===== config.mk =====
export PLATFORM = sky130hd
export DESIGN_NAME = stq_ram
export DESIGN_NICKNAME = d
export VERILOG_FILES = /design/src/rtl/core/stq_ram.sv
export SDC_FILE = /design/constraint.sdc
export NUM_CORES = 1
export LEC_CHECK = 0
export BUFFER_PORTS_ARGS = -buffer_cell sky130_fd_sc_hd__clkbuf_2
export CORE_ASPECT_RATIO = 0.8
export CORE_MARGIN = 10
export CORE_UTILIZATION = 40
export DETAILED_ROUTE_END_ITERATION = 10
export GPL_ROUTABILITY_DRIVEN = 0
export PLACE_DENSITY = 0.65
export SETUP_SLACK_MARGIN = 0.15
export SLEW_MARGIN = 20
export SYNTH_ARGS = -nofsm -noshare
export SYNTH_HDL_FRONTEND = slang
export SYNTH_SLANG_ARGS = --single-unit

===== constraint.sdc =====
create_clock -name clock -period 3.57 [get_ports clock]
set_input_delay 0.714 -clock clock [delete_from_list [all_inputs] [get_ports clock]]
set_output_delay 0.714 -clock clock [all_outputs]
set_load 0.01 [all_outputs]

===== src/rtl/core/stq_ram.sv =====
// ----------------------------------------------------------------------------
// stq_ram
// Generic simple dual-port RAM, one write and one registered read port.
// ----------------------------------------------------------------------------
`default_nettype none

module stq_ram #(
   parameter int WIDTH = 8,
   parameter int DEPTH = 64
) (
   input  wire logic                     clock,
   input  wire logic                     we,
   input  wire logic [$clog2(DEPTH)-1:0] waddr,
   input  wire logic [WIDTH-1:0]         wdata,
   input  wire logic [$clog2(DEPTH)-1:0] raddr,
   output logic      [WIDTH-1:0]         rdata
);

   logic [WIDTH-1:0] mem [DEPTH];

   always_ff @(posedge clock) begin
      if (we) begin
         mem[waddr] <= wdata;
      end
      rdata <= mem[raddr];
   end

endmodule

`default_nettype wire

# After elaboration in Yosys (flattened, before gate mapping)

Memories as Yosys holds them, arrays and structs flattened. A register that Yosys moved wholly into a read port is not among the register bits.
Cells that the tools add are included.

Word-level logic and storage cells: 3
Register bits: 0
RAM bits: 512
Input bits: 22
Memories: 1

Memories:

| name | depth | bits a word | read ports | clocked after memory_dff | write ports | line | RTL |
|---|---|---|---|---|---|---|---|
| mem  | 64    | 8           | 1          | 1                        | 1           | 19   | `logic [WIDTH-1:0] mem [DEPTH];` |

Muxes and demuxes: 2

Operator list:

| cell             | count |
|---|---|
| 2-to-1 mux 1 bit | 2 |

# Depth between registers and ports, before layout

Gate-level depths: netlist of run 1.

Word-level depth: 2
Depth in mapped cells: 9

# Worst setup path before layout of run 1

OpenSTA, ideal clock, no wires.

Kind: input to register
Start point: input port raddr[1]
End point: register rdata[3] (read register of mem)
Stages on the path: 7
Arrival time: 2.254 ns
Path slack: 1.188 ns
Library setup time: 0.128 ns
Required time: 3.442 ns
Buffers on the path: 3
Cells stage by stage: buf_4 buf_2 buf_2 mux4_2 mux4_2 o21ai_1 o41ai_1

RTL lines:

| what        | line | RTL |
|---|---|---|
| from (decl) | 15   | `input wire logic [$clog2(DEPTH)-1:0] raddr,` |
| to (decl)   | 16   | `output logic [WIDTH-1:0] rdata` |

==> flow_summary.ini, run 1 <==
[global_routing]
grt_pass1_vias = 9952
top_usage_layer = met1
grt_use_total_pct = 15.03
use_met3_pct = 3.880
grt_max_degree = 90
antenna_found_initial = 4
grt_pass1_wl_um = 67540
met1_usage_pct = 22.09
use_met2_pct = 21.96
grt_overflow = 0

[yosys]
synth_fp_nets = 962
syn_area_per_cell_um2 = 21.45
synthesis.area_um2 = 20170
yosys_warnings = 0
synth.distinct_cells = 40
ys_seq_area_share_pct = 77.03
synth_cells = 940
synth-seq-cells = 520
synth_area_leader_cell = edfxtp_1
synth_top_area_share_pct = 76.24
yosys-top-cells-area = edfxtp_1, mux4_2, nor2_1, mux2i_1, dfxtp_1

[pwr]
p_switching_uw = 2581
comb_power_share_pct = 5.1
internal-power_uw = 9950
leakagePower_uw = 0.007309
power_frac_clock_pct = 40.8
power_density_nw_per_um2 = 541.8
switching_share_pct = 20.60
ir_drop_mv = 0.3696
p_seq_share_pct = 54.1

[sta]
final.min_clock_period_ns = 2.513
slew_headroom_pct = 30.12
rsz0062_at_grt = false
tightest_slew_ns = 1.048
fin_skew_ns = 0.01630
setup_tns_ns = 0
setup_viol = 0
post-route-period-util_pct = 70.38
whs_ns = 0.6227
max_clock_freq_mhz = 398.0
hold_violations = 0
finalMaxSlewViolations = 0

[worst_setup_path]
cpPeakStageDelay_ns = 0.66
crit_path_cell_trace = buf_4, buf_12, mux4_2, nor2b_1, a2111oi_0, o41ai_1
required_ns = 3.99
cp.arrival_ns = 2.94
startpoint_type = input pin
crit_family = compound AO/OA/AOI/OAI gates
cp_num_buf_inv = 2
cp_slowest_cell = a2111oi_0
worst-setup-path-type = in2reg
r2r_cells = 4
r2r_end = rdata[2]$_DFF_P_
cp_max_fo = 89
crit_path_end_kind = register
reg2reg_slack_ns = 1.49
r2r-start = mem[47][2]$_DFFE_PP_

[min_path]
hold-path-cell-count = 2
hold_path_class = in2reg
hold_end = mem[48][7]$_DFFE_PP_
hp-start = waddr[1]

[cells_and_area]
syn2layout_area_growth_pct = 14.69
stdcell_count = 1764
finalNetCount = 1070
nFillCells = 4093
num_antenna_cells = 0
drive_above_1_share_pct = 29.75

[clock_network]
clock-sinks = 520
clk_latency_ns = 0.57
post-cts-setup-buffers = 0
cts-resized-gates = 0
root_buffer = clkbuf_16
clk_pin_slew_ns = 0.06
cts_buffers = 49
ctsHtreeMaxLevel = 2
cts_buffer_depth = 3
cts_tree = built
hold_buffers = 0

[die]
core_um2 = 49780
die_w_um = 271.0
io_pins = 30
rows = 73
initial_core_util_pct = 40.51
die_h_um = 220.8
die_area_um2 = 59850

[place]
dp_hpwl_um = 28630
port_buffers = 29
place_inst = 1672

[detailed_routing]
postRouteAntennaNets = 0
routed_wl_um = 45220
drt_iter0_markers = 977
via_count = 9744
drtPass1Iterations = 5
drt_drc_violations_left = 0
avgViaCountPerCell = 5.524
wl_per_cell_um = 25.63

[flow_run]
drv_cap = 0

[outcome]
status = finished, final reports clean
## worst max path at each step
stage / start / endpoint / slack (ns) / cells past startpoint
2_1_floorplan: raddr[1] / rdata[3]$_DFF_P_ / 1.19 / 7
3_3_place_gp: raddr[0] / rdata[7]$_DFF_P_ / 0.50 / 6
3_5_place_dp: raddr[1] / rdata[3]$_DFF_P_ / 0.55 / 6
4_1_cts: raddr[1] / rdata[3]$_DFF_P_ / 1.13 / 6
5_1_grt: raddr[1] / rdata[3]$_DFF_P_ / 1.04 / 6
6_report: raddr[1] / rdata[3]$_DFF_P_ / 1.06 / 6
## per-layer routing
metal  up-vias  part of all wire (%)
met5         -                 0.046
met4         4                   1.8
met3        64                   9.0
met2       400                    45
met1      5123                    44
li1       4153                     -
## worst reg2reg max path: cells and delay by family, from the launching register on
family | cells | cell delay [ns]
flops | 1 | 0.37
mux | 2 | 0.78
compound gates | 2 | 0.80
## per-stage QoR
stage | instance area [um2] | utilization (%) | worst slack (ns) | power (uW)
2_1_floorplan | 20170 | - | 1.188 | 7262
3_3_place_gp | 21530 | 43.26 | 0.5036 | 7551
3_5_place_dp | 21530 | 43.26 | 0.5468 | 7562
4_1_cts | 23130 | 46.46 | 1.127 | 12630
5_1_grt | 23130 | 46.46 | 1.038 | 12910
6_report | 23130 | 46.46 | 1.057 | 12530
## logic make-up (layout without fill, tap and decap cells)
| group | count (synthesis) | in the layout | share of synthesized area (%) |
|---|---|---|---|
| buffers and inverters | 51 | 200 | 1.570 |
| muxes | 162 | 162 | 15.94 |
| AOI/OAI and AO/OA | 54 | 54 | 2.072 |
| DFF | 520 | 520 | 77.03 |
| and+or+nand+nor | 153 | 153 | 3.387 |
## placed cells by master (no fill, tap or decap), types with 3 or more instances in the layout
master     instances
a211oi_1           4
a22oi_1            3
mux2_2            13
o2111ai_1          3
o22ai_1            8
mux4_2           126
nand3_1           13
dfxtp_1            8
clkbuf_16         51
mux2i_1           23
clkbuf_2          26
nand2_1           19
a21oi_1            3
edfxtp_1         512
buf_12             7
buf_4             74
o221ai_1           8
clkinv_2          11
o2bb2ai_1          3
clkbuf_1          11
nand2b_1           7
nor2_1            83
nor3_1             7
a221oi_1           6
clkinv_1           6
nand3b_1           3
clkbuf_8          10
nor2b_1           14
## cell type report
class                   instances  area, um2  share of cell area (%)
clock buffers                  71       1441                   6.232
clock inverters                21      153.9                  0.6654
multi-input cells             369       4315                   18.66
flip-flops and latches        520      15530                   67.16
well taps                     675      844.6                   3.651
repair buffers                108      839.6                   3.630
## synthesized netlist by cell type (all sizes together)
cell type and number:
edfxtp 512, mux4 126, nor2 83, buf 34, mux2i 23, nand2 19, clkbuf 17, nor2b 14
mux2 13, nand3 13, dfxtp 8, o221ai 8, o22ai 8, nand2b 7, nor3 7, a221oi 6
a211oi 4, o21ai 4, a21oi 3, a22oi 3, nand3b 3, o2111ai 3, o2bb2ai 3, a2111oi 2
nand4 2, nor4 2, o21a 2, o221a 2, o32ai 2, o41ai 2, a31oi 1, and2 1
nand4b 1, o311ai 1, or3 1
## power groups by stage
stage / Combinational (uW) / Sequential, uW / Clock (uW)
final: 637 / 6790 / 5110
after detailed placement: 645 / 6920 / 0
after global placement: 636 / 6920 / 0
after CTS: 646 / 6790 / 5200
after global routing: 687 / 6780 / 5440
after floorplan: 360 / 6900 / 0
## registers in the layout (all words and copies together) (netlist names)
| signal | count |
|---|---|
| rdata | 8 |
| mem | 512 |
(Power assumes the default switching activity.)
==> run 2: changes to the inputs <==
- clock period: 3.57 -> 2.4 ns (I/O delays scaled with it)
==> flow_summary.ini, run 2 (same netlist as run 1, synthesis figures left out) <==
[sta]
tightest_slew_ns = 1.037
post-route-period-util_pct = 85.83
setup_viol = 0
finalMaxSlewViolations = 0
final.min_clock_period_ns = 2.060
hold_violations = 0
fin_ws_ns = 0.3401
rsz0062_at_grt = false
slew_headroom_pct = 30.85
fin_skew_ns = 0.01494
max_clock_freq_mhz = 485.5

[flow_run]
drv_cap = 0

[min_path]
hold-path-cell-count = 2
hold_path_class = in2reg
hold_end = mem[55][3]$_DFFE_PP_
hp-start = wdata[3]

[detailed_routing]
drt_iter0_markers = 1176
drtPass1Iterations = 5
postRouteAntennaNets = 0
drt_drc_violations_left = 0
via_count = 9986
avgViaCountPerCell = 5.466
wl_per_cell_um = 25.29
routed_wl_um = 46210

[global_routing]
grt_pass1_vias = 10139
antenna_found_initial = 3
grt_use_total_pct = 15.37
grt_max_degree = 65
grt_overflow = 0
grt_pass1_wl_um = 68860

[worst_setup_path]
cp_max_fo = 1
r2r_cells = 6
crit_path_end_kind = register
startpoint_type = register
cp.arrival_ns = 2.49
required_ns = 2.83
worst-setup-path-type = reg2reg
r2r-start = mem[28][6]$_DFFE_PP_
r2r_end = rdata[6]$_DFF_P_
reg2reg_slack_ns = 0.34

[pwr]
p_seq_share_pct = 55.3
power_density_nw_per_um2 = 774.6
comb_power_share_pct = 5.7
leakagePower_uw = 0.007609
ir_drop_mv = 0.5572
switching_share_pct = 21.01
power_frac_clock_pct = 39.0
p_switching_uw = 3838
internal-power_uw = 14430

[cells_and_area]
stdcell_count = 1827
largest_reg_flops = 512
final-seq-area_um2 = 15530
nFillCells = 4083
finalNetCount = 1138
reg.largest.list = mem (512), rdata (8)
syn2layout_area_growth_pct = 16.95
num_antenna_cells = 0
regMostFlops = mem
final_cell_mix = edfxtp_1, buf_4, mux4_2
multiInputGateArea_um2 = 4315
drive_above_1_share_pct = 33.33
final_common_cell = edfxtp_1

[die]
io_pins = 30
rows = 73
die_w_um = 271.0
die_area_um2 = 59850
die_h_um = 220.8
core_um2 = 49780
initial_core_util_pct = 40.51

[clock_network]
cts_buffers = 48
hold_buffers = 0
root_buffer = clkbuf_16
cts-resized-gates = 0
clock-sinks = 520
cts_buffer_depth = 3
clk_latency_ns = 0.56
clk_pin_slew_ns = 0.07
cts_tree = built
ctsHtreeMaxLevel = 2
post-cts-setup-buffers = 0

[outcome]
status = finished, final reports clean

[place]
place_inst = 1741
port_buffers = 29
place_ws_ns = -0.1968
dp_hpwl_um = 30670
-- run 2: cell count changes in the layout (fill, tap and decap cells not counted) --
| cell | change |
|---|---|
| buf_12 | +7 |
| buf_4 | +62 |
| clkbuf_1 | -2 |
| clkbuf_16 | -2 |
| clkbuf_8 | -9 |
| clkinv_1 | +5 |
| clkinv_2 | +1 |
| clkinvlp_4 | +1 |
-- run 2: per-layer routing --
metal / global-route usage, % / vias up / share of wire [%] / wire length, um
met5: 0 / - / 0.10 / 47
met4: 3.246 / 6 / 1.6 / 745
met3: 4.322 / 60 / 11 / 4865
met2: 22.26 / 427 / 44 / 20280
met1: 22.78 / 5210 / 44 / 20280
li1: - / 4283 / - / -
-- run 2: area by class of cell --
class                           count  share of cell area, %
Sequential cell                   520                  65.87
Multi-Input combinational cell    369                  18.30
Timing Repair Buffer              177                  6.127
Clock buffer                       58                  5.342
Tap cell                          675                  3.581
Clock inverter                     28                 0.7851
-- run 2: how the worst max path moves through the flow --
stage | startpoint | to | slack [ns] | cells past startpoint
6_report | mem[28][6]$_DFFE_PP_ | rdata[6]$_DFF_P_ | 0.34 | 6
3_3_place_gp | raddr[0] | rdata[1]$_DFF_P_ | -0.16 | 8
2_1_floorplan | raddr[1] | rdata[3]$_DFF_P_ | 0.25 | 7
5_1_grt | mem[25][6]$_DFFE_PP_ | rdata[6]$_DFF_P_ | 0.26 | 6
4_1_cts | mem[28][6]$_DFFE_PP_ | rdata[6]$_DFF_P_ | 0.33 | 6
3_5_place_dp | raddr[0] | rdata[1]$_DFF_P_ | -0.20 | 8
-- run 2: per-stage QoR --
| step | cell area [um2] | hold WS [ns] | setup TNS [ns] | util (%) | power (uW) |
|---|---|---|---|---|---|
| CTS | 23590 | 0.3677 | 0 | 47.38 | 18430 |
| global route | 23590 | 0.4223 | 0 | 47.38 | 18890 |
| finish | 23590 | 0.4151 | 0 | 47.38 | 18270 |
| detailed placement | 22140 | 0.8070 | -0.5530 | 44.48 | 11330 |
| floorplan | 20170 | 0.5789 | 0 | - | 10800 |
| global placement | 22140 | 0.8053 | -0.3986 | 44.48 | 11310 |
-- run 2: critical path, stage by stage, from the launching register on --
cell	delay, ns
edfxtp_1	0.36
mux4_2	0.47
mux2_2	0.29
o221a_2	0.29
nor3_1	0.27
buf_4	0.17
o32ai_1	0.07
-- run 2: power by group through the flow --
stage,combinational [uW],clock [uW],sequential (uW)
after detailed placement,1040,0,10300
final,1040,7130,10100
after global routing,1110,7690,10100
after floorplan,536,0,10300
after global placement,1030,0,10300
after CTS,1050,7290,10100
